[src/design/lri_pkg.sv]
package lri_pkg;

    // Field width of every coordinate, slope and offset.
    localparam int DATA_W        = 32;
    // Default number of fraction bits of the fixed-point format.
    localparam int FRAC_BITS_DEF = 16;
    // Depth of the queue between the front and the back part.
    localparam int QDEPTH        = 4;
    localparam int QPTR_W        = $clog2(QDEPTH);

    localparam logic [31:0] S32_MAX = 32'h7FFF_FFFF;
    localparam logic [31:0] S32_MIN = 32'h8000_0000;

    // Configuration register indexes.
    localparam logic CFG_INFINITY = 1'b0;
    localparam logic CFG_FLAT     = 1'b1;

    // How the back part treats one query.
    typedef enum logic [1:0] {
        KIND_UNDEF,
        KIND_FLAT,
        KIND_EDGE
    } t_kind;

    // One classified query, as it travels through the queue.
    typedef struct packed {
        t_kind       kind;
        logic [31:0] x_min;
        logic [31:0] y_min;
        logic [31:0] x_max;
        logic [31:0] y_max;
        logic [31:0] slope;
        logic [31:0] offset;
    } t_item;

    // Context carried alongside the divider stages.
    typedef struct packed {
        t_kind       kind;
        logic [31:0] x_min;
        logic [31:0] y_min;
        logic [31:0] x_max;
        logic [31:0] y_max;
        logic [31:0] offset;
        logic [31:0] y_left;
        logic [31:0] y_right;
        logic        neg_b;
        logic        neg_t;
        logic        nz_b;
        logic        nz_t;
    } t_ctx;

    // One result item.
    typedef struct packed {
        logic [31:0] second_y;
        logic [31:0] second_x;
        logic [31:0] first_y;
        logic [31:0] first_x;
        logic [1:0]  point_count;
        logic        found;
    } t_result;

    // Saturate a signed 64-bit value to the signed 32-bit range.
    function automatic logic [31:0] sat64(input logic signed [63:0] v);
        logic [31:0] r;
        if (v > $signed({32'd0, S32_MAX})) begin
            r = S32_MAX;
        end else if (v < $signed({{32{1'b1}}, S32_MIN})) begin
            r = S32_MIN;
        end else begin
            r = v[31:0];
        end
        return r;
    endfunction

endpackage

[src/design/lri_fifo.sv]
module lri_fifo
    import lri_pkg::*;
(
    input  logic  i_clk,
    input  logic  i_rst_n,
    input  logic  i_push,
    input  t_item i_item,
    output logic  o_full,
    input  logic  i_pop,
    output t_item o_item,
    output logic  o_valid
);

    t_item             r_mem [QDEPTH];
    logic [QPTR_W-1:0] r_wr;
    logic [QPTR_W-1:0] r_rd;
    logic [QPTR_W:0]   r_count;

    assign o_full  = r_count == (QPTR_W + 1)'(QDEPTH);
    assign o_valid = r_count != '0;
    assign o_item  = r_mem[r_rd];

    // Pointers and fill count.
    always_ff @(posedge i_clk) begin
        if (!i_rst_n) begin
            r_wr    <= '0;
            r_rd    <= '0;
            r_count <= '0;
        end else begin
            if (i_push) begin
                r_wr <= r_wr + 1'b1;
            end
            if (i_pop) begin
                r_rd <= r_rd + 1'b1;
            end
            if (i_push && !i_pop) begin
                r_count <= r_count + 1'b1;
            end else if (!i_push && i_pop) begin
                r_count <= r_count - 1'b1;
            end
        end
    end

    // Storage.
    always_ff @(posedge i_clk) begin
        if (i_push) begin
            r_mem[r_wr] <= i_item;
        end
    end

endmodule

[config.mk]
export PLATFORM = sky130hd
export DESIGN_NAME = lri_fifo
export DESIGN_NICKNAME = d
export VERILOG_FILES = /design/src/design/lri_pkg.sv /design/src/design/lri_fifo.sv
export SDC_FILE = /design/constraint.sdc
export NUM_CORES = 1
export LEC_CHECK = 0
export BUFFER_PORTS_ARGS = -buffer_cell sky130_fd_sc_hd__buf_4
export CAP_MARGIN = 20
export CELL_PAD_IN_SITES_DETAIL_PLACEMENT = 0
export CELL_PAD_IN_SITES_GLOBAL_PLACEMENT = 1
export CORE_MARGIN = 5
export CORE_UTILIZATION = 50
export CTS_BUF_LIST = sky130_fd_sc_hd__clkbuf_16
export CTS_CLUSTER_SIZE = 8
export DETAILED_ROUTE_END_ITERATION = 8
export PLACE_DENSITY = 0.84
export SETUP_SLACK_MARGIN = 0.02
export SLEW_MARGIN = 20
export SYNTH_ARGS = -nofsm -noshare
export SYNTH_HDL_FRONTEND = slang
export SYNTH_SLANG_ARGS = --single-unit
[constraint.sdc]
create_clock -name i_clk -period 6.5 [get_ports i_clk]
set_clock_uncertainty 0.05 [all_clocks]
set_input_delay 0.325 -clock i_clk [delete_from_list [all_inputs] [get_ports i_clk]]
set_output_delay 0.325 -clock i_clk [all_outputs]
set_load 0.02 [all_outputs]
# ---- After elaboration in Yosys (flattened, before gate mapping)
# Memory sizes are Yosys's and may differ from the RTL's. A register that Yosys moved wholly into a read port is not among the register bits.
# Index checks and enable logic that the tools add are counted.
dict set report op_classes {
  n_reduce_logical 6
  n_eq_ne 1
  mux 6
  add_sub_neg 4
}
# cell n
set ops {}
lappend ops {{$mux 3} 2}
lappend ops {{$add 2x1->2 const B} 2}
lappend ops {{$mux 2} 2}
lappend ops {{$add 3x1->3 const B} 1}
lappend ops {{$eq 3x3->1 const B} 1}
lappend ops {{$reduce_bool 3->1} 1}
lappend ops {{$sub 3x1->3 const B} 1}
lappend ops {{$logic_and 1x1->1} 2}
lappend ops {{$logic_not 1->1} 2}
lappend ops {{$mux 1} 2}
lappend ops {{$reduce_bool 2->1} 1}
dict set report word_totals {
  elab_cells 21
  input_bits 198
  memories 1
  ram_bits 776
  out_inout_bits 196
  register_bits 7
}
# name words width read_ports rd_ports_with_merged_regs wr line
set memory_table {}
lappend memory_table {r_mem 4 194 1 1 1 lri_fifo.sv:14} ;# t_item r_mem [QDEPTH];

# ---- Longest topological paths before layout
dict set report logic_depth {
  ltp_word 4
  ltp_mapped 7
  ltp_nobuf 7
}

# ---- Worst setup path before layout
# Ideal clock, no wire load.
dict set report synth_timing {
  path_type {reg2reg}
  start {reg r_wr[0]}
  end {mem r_mem[0][0] (netlist bit) (enable)}
  period_less_slack_ps 5583
  setup_ps 577
  stages_incl_launch_ff 4
  path_buffers 0
  path_slack_ps 917
  arrival_ps 4956
  required_ps 5873
  path_cell_list {dfxtp_1 > inv_1 > ha_1 > and2_1}
}
# element line
set synth_lines {}
lappend synth_lines {{start, declared} lri_fifo.sv:15} ;# logic [QPTR_W-1:0] r_wr;
lappend synth_lines {{start signal, assigned} lri_fifo.sv:31} ;# r_wr <= r_wr + 1'b1;
lappend synth_lines {{end, declared} lri_fifo.sv:14}
# Straight into the memory's write port.

==> flow_summary.json <==
{
  "status": "complete, no violations",
  "drive_above_1_share_pct": 41.4,
  "synthMuxAreaShare_pct": 15.4,
  "drcViolationCount": 0,
  "slowest_delay_ns": 0.94,
  "grt_pass1_wl_um": 93000,
  "io_buffers": 393,
  "clock_latency_ns": 0.65,
  "r2r_slack_ns": 3.90,
  "critical_path_arrival_ns": 3.24,
  "fin_util_pct": 65.7,
  "cts_buffer_depth": 3,
  "ir_drop_mv": 0.245,
  "wire_per_inst_um": 24.4,
  "fin_crit_sh_pct": 55.6,
  "crit_chain": "buf_4 > mux4_2 > buf_4",
  "grt_max_degree": 100,
  "fin_ws_ns": 2.89,
  "die_h_um": 249,
  "first_pass_iters": 5,
  "power_mw": 12.2,
  "netlist-cell-type-count": 19,
  "pre_cts_ws_ns": 3.48,
  "cts_inserted_buffers": 108,
  "period_needed_ns": 3.61,
  "syn-cell-area_um2": 28500,
  "worst_setup_path_start_kind": "flip-flop",
  "clkSlewWorstSetupHoldPaths_ns": 0.05,
  "cap_violations": 0,
  "slew_viol_final": 0,
  "dieArea_um2": 61800,
  "cts-root-buf": "clkbuf_16",
  "cp_num_buf_inv": 2,
  "hold-worst-slack_ns": 0.377,
  "cpMaxStageDelayCell": "dfxtp_4",
  "antenna_found_initial": 6,
  "p_per_area_nw_per_um2": 328,
  "globalRouteOverflowTotal": 0,
  "finalHoldViolCount": 0,
  "rsz0062_at_grt": "no",
  "leakagePower_nw": 12.6,
  "crit_path_frequent_cell": "buf_4",
  "core_um2": 56400,
  "yosys.area_share.simple_pct": 0.325,
  "post_dp_cell_area_um2": 32200,
  "place.gp.congestion": 0.765,
  "synthAdderAreaFrac_pct": 0.290,
  "placed_cells": 2175,
  "cts_resized": 0,
  "critPathCaptureType": "output pin",
  "ys_seq_area_share_pct": 82.5,
  "die_width_um": 249,
  "critPathKind": "reg -> out",
  "synth_top_area_share_pct": 81.9,
  "htreeDepth": 3,
  "setup_viol": 0,
  "cts_tree": "built",
  "grt_pass1_vias": 15103,
  "synth_top_family_by_area": "multiplexers",
  "layoutNonFillerInstCount": 2502,
  "syn_to_final_growth_pct": 30.2,
  "drt_wl_total_um": 61000,
  "yosys-top-cells-area": "edfxtp_1 (82%), mux4_2 (15%), buf_6 (0.75%), dfxtp_1 (0.63%), buf_2 (0.37%)",
  "initial_core_util_pct": 50.5,
  "vias_per_cell": 5.45,
  "synth_nets": 1261,
  "slew_headroom_pct": 28.4,
  "hp-class": "in -> reg",
  "synth.avg_cell_area_um2": 26.9,
  "drt_iter0_drc": 917,
  "io_pins": 394,
  "path_delay_family": "buffers and inverters",
  "ant_nets": 0,
  "worst_pin_slew_ns": 1.07,
  "max_freq_mhz": 277,
  "cp.required_ns": 6.12,
  "finalSetupTns_ns": 0,
  "design_area_um2": 37000,
  "final_nets": 1930,
  "cts.sinks": 785,
  "synth_xor_area_share_pct": 0.154,
  "row_count": 87,
  "synth_compound_area_share_pct": 0.0440,
  "grt_usage_pct": 19.6,
  "ys_warn_count": 0,
  "n_fill_cell": 3499,
  "num_vias": 13635,
  "path_max_fanout": 71,
  "netlist_instances": 1057,
  "dp_hpwl_um": 33300,
  "yosysTopAreaCell": "edfxtp_1",
  "ys_ff_latch": 785
}
[logic make-up after synthesis]
kind of cell	Yosys count
simple gates	15
flops	785
fa+ha+maj	6
mux	196
xor+xnor	5
compound gates	2
buf+inv	48
[state kept, by name (all words and copies together), names as in the netlist, named ones only]
signal / count
r_wr: 2
r_mem: 776
r_count: 3
r_rd: 2
[synth_stat cells (all sizes together)]
library cell	instances
edfxtp	776
mux4	194
buf	40
and2	9
dfxtp	9
ha	5
clkbuf	4
inv	4
xor2	3
mux2i	2
nor2b	2
or3	2
xnor2	2
a21boi	1
fa	1
nand2	1
nor3b	1
o21ai	1
[cell type report]
class	count	area, µm²	area share [%]
multi-input combinational	224	4630	12.5
tap	756	946	2.55
antenna	4	10.0	0.0270
inverter	4	15.0	0.0405
clock inverter	18	148	0.399
timing repair buffer	603	5090	13.8
sequential	785	23500	63.4
clock buffer	108	2700	7.30
[path summary, 6_finish.rpt]
check	startpoint	endpoint	depth (start not counted)
setup / recovery	flip-flop	o_item[151]	3
hold / removal	i_item[192]	r_mem[3][192]$_DFFE_PP_	2
setup reg to reg	r_wr[0]$_SDFFE_PN0P_	r_mem[0][27]$_DFFE_PP_	4
hold reg to reg	r_count[2]$_SDFFE_PN0P_	r_count[2]$_SDFFE_PN0P_	2
[cell usage in the layout (no fill, tap or decap), types with 5 or more instances in the layout]
| cell | Yosys | final |
|---|---|---|
| dfxtp_1 | 9 | 7 |
| inv_1 | 4 | 13 |
| mux4_2 | 194 | 194 |
| ha_1 | 5 | 5 |
| edfxtp_1 | 776 | 776 |
| buf_12 | 0 | 6 |
| and2_1 | 9 | 5 |
| buf_4 | 0 | 400 |
| clkbuf_16 | 0 | 108 |
| dlygate4sd3_1 | 0 | 197 |
[timing repair]
item,in CTS,in global routing
buffers inserted,0,0
setup endpoints to repair,0,0
hold endpoints to repair,785,0
hold buffers,197,0
[per-layer routing]
metal	share of wire (%)	global-route usage, %	wire length [µm]	up-vias
met5	0.044	0	27	-
met4	2.4	6.53	1490	4
met3	7.4	5.81	4510	94
met2	52	32.7	31500	535
met1	38	25.0	23400	7121
li1	-	-	-	5881
[worst reg2reg max path: stages, from the launching register on]
cell and delay [ns]:
dfxtp_1 0.34, inv_1 0.09, ha_1 0.15, and2_4 0.61
buf_4 0.85
[where the power goes]
part,internal [mW],switching (mW)
registers,5.84,0.0720
logic,0.680,0.770
clock network,2.91,1.89
No activity file was read; power rests on OpenSTA's default activity.
