## config.mk

```make
export PLATFORM = sky130hd
export DESIGN_NAME = lri_front
export DESIGN_NICKNAME = d
export VERILOG_FILES = /design/src/design/lri_pkg.sv /design/src/design/lri_front.sv
export SDC_FILE = /design/constraint.sdc
export NUM_CORES = 1
export LEC_CHECK = 0
export ABC_CLOCK_PERIOD_IN_PS = 6010
export BUFFER_PORTS_ARGS = -buffer_cell sky130_fd_sc_hd__buf_2
export CORE_MARGIN = 8
export CORE_UTILIZATION = 30
export DETAILED_ROUTE_END_ITERATION = 6
export PLACE_DENSITY_LB_ADDON = 0.08
export REMOVE_ABC_BUFFERS = 1
export SETUP_SLACK_MARGIN = 0.1
export SLEW_MARGIN = 10
export SYNTH_ARGS = -nofsm -noshare
export SYNTH_HDL_FRONTEND = slang
export SYNTH_SLANG_ARGS = --single-unit
```

## constraint.sdc

```tcl
create_clock -name i_clk -period 6.01 [get_ports i_clk]
set_input_delay 0.601 -clock i_clk [delete_from_list [all_inputs] [get_ports i_clk]]
set_output_delay 0.601 -clock i_clk [all_outputs]
set_load 0.01 [all_outputs]
```

## src/design/lri_pkg.sv

```systemverilog
package lri_pkg;

    // Field width of every coordinate, slope and offset.
    localparam int DATA_W        = 32;
    // Default number of fraction bits of the fixed-point format.
    localparam int FRAC_BITS_DEF = 16;
    // Depth of the queue between the front and the back part.
    localparam int QDEPTH        = 4;
    localparam int QPTR_W        = $clog2(QDEPTH);

    localparam logic [31:0] S32_MAX = 32'h7FFF_FFFF;
    localparam logic [31:0] S32_MIN = 32'h8000_0000;

    // Configuration register indexes.
    localparam logic CFG_INFINITY = 1'b0;
    localparam logic CFG_FLAT     = 1'b1;

    // How the back part treats one query.
    typedef enum logic [1:0] {
        KIND_UNDEF,
        KIND_FLAT,
        KIND_EDGE
    } t_kind;

    // One classified query, as it travels through the queue.
    typedef struct packed {
        t_kind       kind;
        logic [31:0] x_min;
        logic [31:0] y_min;
        logic [31:0] x_max;
        logic [31:0] y_max;
        logic [31:0] slope;
        logic [31:0] offset;
    } t_item;

    // Context carried alongside the divider stages.
    typedef struct packed {
        t_kind       kind;
        logic [31:0] x_min;
        logic [31:0] y_min;
        logic [31:0] x_max;
        logic [31:0] y_max;
        logic [31:0] offset;
        logic [31:0] y_left;
        logic [31:0] y_right;
        logic        neg_b;
        logic        neg_t;
        logic        nz_b;
        logic        nz_t;
    } t_ctx;

    // One result item.
    typedef struct packed {
        logic [31:0] second_y;
        logic [31:0] second_x;
        logic [31:0] first_y;
        logic [31:0] first_x;
        logic [1:0]  point_count;
        logic        found;
    } t_result;

    // Saturate a signed 64-bit value to the signed 32-bit range.
    function automatic logic [31:0] sat64(input logic signed [63:0] v);
        logic [31:0] r;
        if (v > $signed({32'd0, S32_MAX})) begin
            r = S32_MAX;
        end else if (v < $signed({{32{1'b1}}, S32_MIN})) begin
            r = S32_MIN;
        end else begin
            r = v[31:0];
        end
        return r;
    endfunction

endpackage

```

## src/design/lri_front.sv

```systemverilog
module lri_front
    import lri_pkg::*;
(
    input  logic                  i_clk,
    input  logic                  i_rst_n,
    input  logic                  i_s_valid,
    output logic                  o_s_ready,
    input  logic [6*DATA_W-1:0]   i_s_data,
    input  logic [30:0]           i_inf_limit,
    input  logic [15:0]           i_flat_limit,
    output logic                  o_push,
    output t_item                 o_item,
    input  logic                  i_full
);

    logic        r_valid;
    t_item       r_item;
    t_item       n_item;
    logic [32:0] w_mag;
    logic        w_undef;
    logic        w_flat;

    // Unpack the transfer and classify the line.
    always_comb begin
        n_item.x_min  = i_s_data[31:0];
        n_item.y_min  = i_s_data[63:32];
        n_item.x_max  = i_s_data[95:64];
        n_item.y_max  = i_s_data[127:96];
        n_item.slope  = i_s_data[159:128];
        n_item.offset = i_s_data[191:160];
        w_mag   = n_item.slope[31] ? (33'd0 - {1'b1, n_item.slope})
                                   : {1'b0, n_item.slope};
        w_undef = ($signed({n_item.slope[31], n_item.slope}) >= $signed({2'b00, i_inf_limit}))
               || ($signed({n_item.offset[31], n_item.offset}) >= $signed({2'b00, i_inf_limit}));
        w_flat  = w_mag < {17'd0, i_flat_limit};
        if (w_undef) begin
            n_item.kind = KIND_UNDEF;
        end else if (w_flat) begin
            n_item.kind = KIND_FLAT;
        end else begin
            n_item.kind = KIND_EDGE;
        end
    end

    assign o_push    = r_valid && !i_full;
    assign o_s_ready = !r_valid || !i_full;
    assign o_item    = r_item;

    // Holding register in front of the queue.
    always_ff @(posedge i_clk) begin
        if (!i_rst_n) begin
            r_valid <= 1'b0;
        end else if (o_s_ready) begin
            r_valid <= i_s_valid;
        end
    end

    always_ff @(posedge i_clk) begin
        if (o_s_ready && i_s_valid) begin
            r_item <= n_item;
        end
    end

endmodule

```

* Word level (Yosys, flattened, before mapping)
Index checks and enable logic that the tools add are counted.
** Operators by class
- Add/subtract/negate cells :: 1
- Magnitude comparators :: 3
- Muxes and demuxes :: 2
- Reductions and logical operators :: 6
** Operator list (number)
- $ge A32 B32 Y1 :: 2
- $lt A33 B16 Y1 :: 1
- $mux W33 :: 1
- $sub A1 B33 Y33 const A :: 1
- $logic_and A1 B1 Y1 :: 2
- $logic_not A1 Y1 :: 2
- $logic_or A1 B1 Y1 :: 2
- $mux W2 :: 1
** Word-level totals
- Register bits after elaboration :: 195
- Bits of input ports :: 243
- Output and inout bits :: 196
- Logic and storage cells :: 20

* Depth between registers and ports, before layout
- Word-level depth :: 4
- Gate-level depth with buffers :: 16
- Depth with buffers taken out :: 16

* Least setup slack after synthesis
Ideal clock, no wire load.
- Path kind :: input port to flip-flop
- Start :: input port i_full
- End :: register r_item, in the netlist o_item[0], enable pin
- Setup time :: 0.579 ns
- Arrival time :: 5.183 ns
- Data required time :: 5.431 ns
- Path slack :: 0.247 ns
- Cell stages on the path :: 2
- Cell sequence :: nand2_1 > and2_1
** Between the ends
- Cells in the longest elaborated chain, start to end :: 3
** RTL lines
- from (decl) :: RTL line lri_front.sv:13 : input logic i_full
- $logic_not A1 Y1 :: RTL line lri_front.sv:46 : assign o_s_ready = !r_valid || !i_full;
- $logic_or A1 B1 Y1 :: RTL line lri_front.sv:46
- $logic_and A1 B1 Y1 :: RTL line lri_front.sv:59 : if (o_s_ready && i_s_valid) begin
- to (signal assigned) :: RTL line lri_front.sv:60 : r_item <= n_item;
- to (decl) :: RTL line lri_front.sv:17 : t_item r_item;
Every way passes these cells.
A chain may end at the register's enable or synchronous reset.

* Worst setup path in the final report
- Start :: input port i_s_data[128]
- End :: register r_item, in the netlist o_item[193], data pin
** Between the ends
- Cells in the longest elaborated chain, start to end :: 4
- Elaborated cells on any way between the ends :: 6
- Classes of those cells :: add/sub (1); order compare (2); mux (2); reduce/logical (1)
** RTL lines
- from (decl) :: RTL line lri_front.sv:8 : input logic [6*DATA_W-1:0] i_s_data,
- $sub A1 B33 Y33 :: RTL line lri_front.sv:31 : w_mag = n_item.slope[31] ? (33'd0 - {1'b1, n_item.slope})
- $mux W33 :: RTL line lri_front.sv:31
- $lt A33 B16 Y1 :: RTL line lri_front.sv:35 : w_flat = w_mag < {17'd0, i_flat_limit};
- $mux W2 :: RTL line lri_front.sv:38 : end else if (w_flat) begin
Parallel ways exist; a longest one is shown, timed or not.

==> results.yml <==
timing:
  rsz0062_at_grt: "false"
  fin_setup_tns_ns: 0
  hold_slack_ns: 0.336
  hold_viol: 0
  fin_crit_sh: 0.650
  max_slew_margin: 0.412
  drv_slew: 0
  tightestPinTransition_ns: 0.881
  fin_skew_ns: 0.0117
  fmaxAchievable_mhz: 256
  min_period_ns: 3.91
  setup_viol: 0
global_routing:
  grt_first_pass_wirelength_um: 41000
  overflow: 0
  antenna_found_initial: 7
  grt_pass1_vias: 6291
  grt_max_degree: 134
  grt.total_usage: 0.166
setup_path:
  cp_top_family: "simple AND/OR/NAND/NOR gates"
  critical_path_class: "input pin to register"
  path_buf_inv: 2
  cp-start-kind: "input pin"
  crit_path_end_kind: "register"
  crit_slowest_cell: "or4b_1"
  path_cells: "buf_2 > inv_1 > ha_1 > or4b_1 > nor2_1 > nand2_1 > o31ai_1 > xnor2_1 > ha_1 > a21o_1 > a221o_1 > a21oi_1 > nand3_1 > a2111oi_0 > and4_1 > nand4_1 > nor3b_2"
  crit_top_cell: "ha_1"
  rrSetupSlack_ns: 3.76
  slowest_delay_ns: 0.52
  crit_fanout: 4
  arrival_ns: 4.08
  critical_path_required_ns: 6.19
power_and_ir_drop:
  powerDensity_nw_per_um2: 273
  ir_drop_mv: 0.121
  power_leakage_uw: 0.00531
finish:
  stdcell_area_um2: 11800
  drive_gt1_frac: 0.476
  area_delta_synth_final_pct: 38.8
  fin_nets: 1326
floorplanning:
  dieArea_um2: 34000
  core_area_um2: 27900
  initial_utilization: 0.306
  die_x_um: 184
  pin_count: 439
  die_y_um: 184
  rows: 61
synth:
  ys_warn_count: 0
  synth_area_um2: 8510
  async_flop_share: 0
  synth_top_area_cell: "edfxtp_1"
  yosys-top-cells-area: "edfxtp_1 68%, ha_1 11%, inv_1 2.3%, a21o_1 1.8%, a21oi_1 1.6%"
  yosysMostFrequentCell: "edfxtp_1"
  synthCells: 550
  syn_area_per_cell_um2: 15.5
  synth_commonest_cells: "194 x edfxtp_1, 78 x ha_1, 52 x inv_1, 28 x a21oi_1"
  ys_ff_latch: 195
  netlist.area_leader.share: 0.684
  ys_seq_area_frac: 0.687
  synth_ff_type: "edfxtp_1"
  synth_edf_count: 194
  ys_types: 56
drt:
  postRouteAntennaNets: 0
  wire_per_inst_um: 21.1
  drc: 0
  via_per_inst: 4.47
  vias: 6269
  drtIter0Drc: 308
  routed_wl_um: 29600
  dr.pass1.iters: 5
clock_tree:
  cts_sinks: 195
  cts_hold_buf: 0
  cts_setup_buffers: 0
  post_cts_resized: 0
  path_clk_slew_ns: 0.08
  numCtsBuffers: 17
  clk_latency_ns: 0.44
  clockRootBuffer: "clkbuf_16"
  clk_path_buf_depth: 2
  h-tree-depth: 4
  cts_tree: "built"
placed_design:
  gp_congestion: 0.789
  port_buffers: 438
  dpl.hpwl_um: 24400
  placed_area_um2: 11200
hold_path:
  min_path_type: "input pin to register"
status:
  outcome: "finished clean"
run:
  drv_cap: 0
[registers in the layout (all words and copies together), names as in the netlist]
| register | flops |
|---|---|
| o_item | 194 |
| r_valid | 1 |
[layout make-up]
type                            instances  area [um^2]
Timing Repair Buffer                  439         2210
Inverter                               53          199
Tap cell                              378          473
Multi-Input combinational cell        299         2460
Fill cell                            2704        16000
Sequential cell                       195         5850
Antenna cell                            5         12.5
Clock buffer                           18          429
Clock inverter                         14          186
[worst paths after layout]
check / from / end / cells after the start
max: i_s_data[128] / o_item[193] / 17
min: i_s_data[43] / o_item[139] / 1
max reg2reg: r_valid / o_item[70] / 3
min reg2reg: r_valid / r_valid / 2
[metal layers]
metal	vias to the layer above	global-route usage	share of wire
met2	248	0.311	0.54
met5	-	0	0.0010
met1	2933	0.178	0.36
met3	23	0.0500	0.088
met4	6	0.0458	0.011
li1	3059	-	-
[cells by family (layout without fill, tap and decap cells)]
| kind of cell | count (synthesis) | after routing | synth area share |
|---|---|---|---|
| adders and majority gates | 78 | 78 | 0.115 |
| other | 0 | 5 | 0 |
| buffers and inverters | 56 | 524 | 0.0247 |
| DFF | 195 | 195 | 0.687 |
| muxes | 4 | 4 | 0.00500 |
| AOI/OAI and AO/OA | 101 | 101 | 0.0795 |
| and+or+nand+nor | 99 | 99 | 0.0719 |
| xor gates and xnor gates | 17 | 17 | 0.0175 |
[stage by stage]
step           setup slack (ns)  power (uW)  utilization  instances
2_1_floorplan             0.247        1850            -        547
3_3_place_gp               1.71        2070        0.402       1364
3_5_place_dp               1.63        2080        0.402       1364
4_1_cts                    2.10        3280        0.424       1396
5_1_grt                    1.85        3380        0.424       1399
6_report                   2.10        3230        0.424       1401
[cell usage in the layout, fill, tap and decap left out, types with 2 or more instances in the layout]
cell         n
a21oi_1     28
inv_8        3
nor2b_1      7
a211oi_1     3
o21a_1       2
nand4_1     20
nor3_2       2
clkinv_8     2
a21o_1      20
clkinv_4     2
bufinv_16    2
nand2_1     14
or2_2        3
o31ai_1      6
nand2b_1     2
xnor2_1     16
edfxtp_1   194
o21ai_0     16
ha_1        78
mux2_1       2
inv_1       52
nand4b_1     2
clkbuf_16   17
o211ai_1     3
nor4_1       7
or4_4        3
nand3_1      6
a2111oi_0    5
a22o_1       2
nor2_1      13
mux2i_1      2
buf_2      438
nor3_1       4
inv_6        4
or3_1        6
diode_2      5
o22ai_1      2
[power breakdown]
part | leakage [uW] | internal (uW) | switching, uW
combinational | 0.00313 | 181 | 248
sequential | 0.00189 | 1590 | 15.7
clock | 0.000297 | 637 | 559
Power figures use the tool's default switching activity.
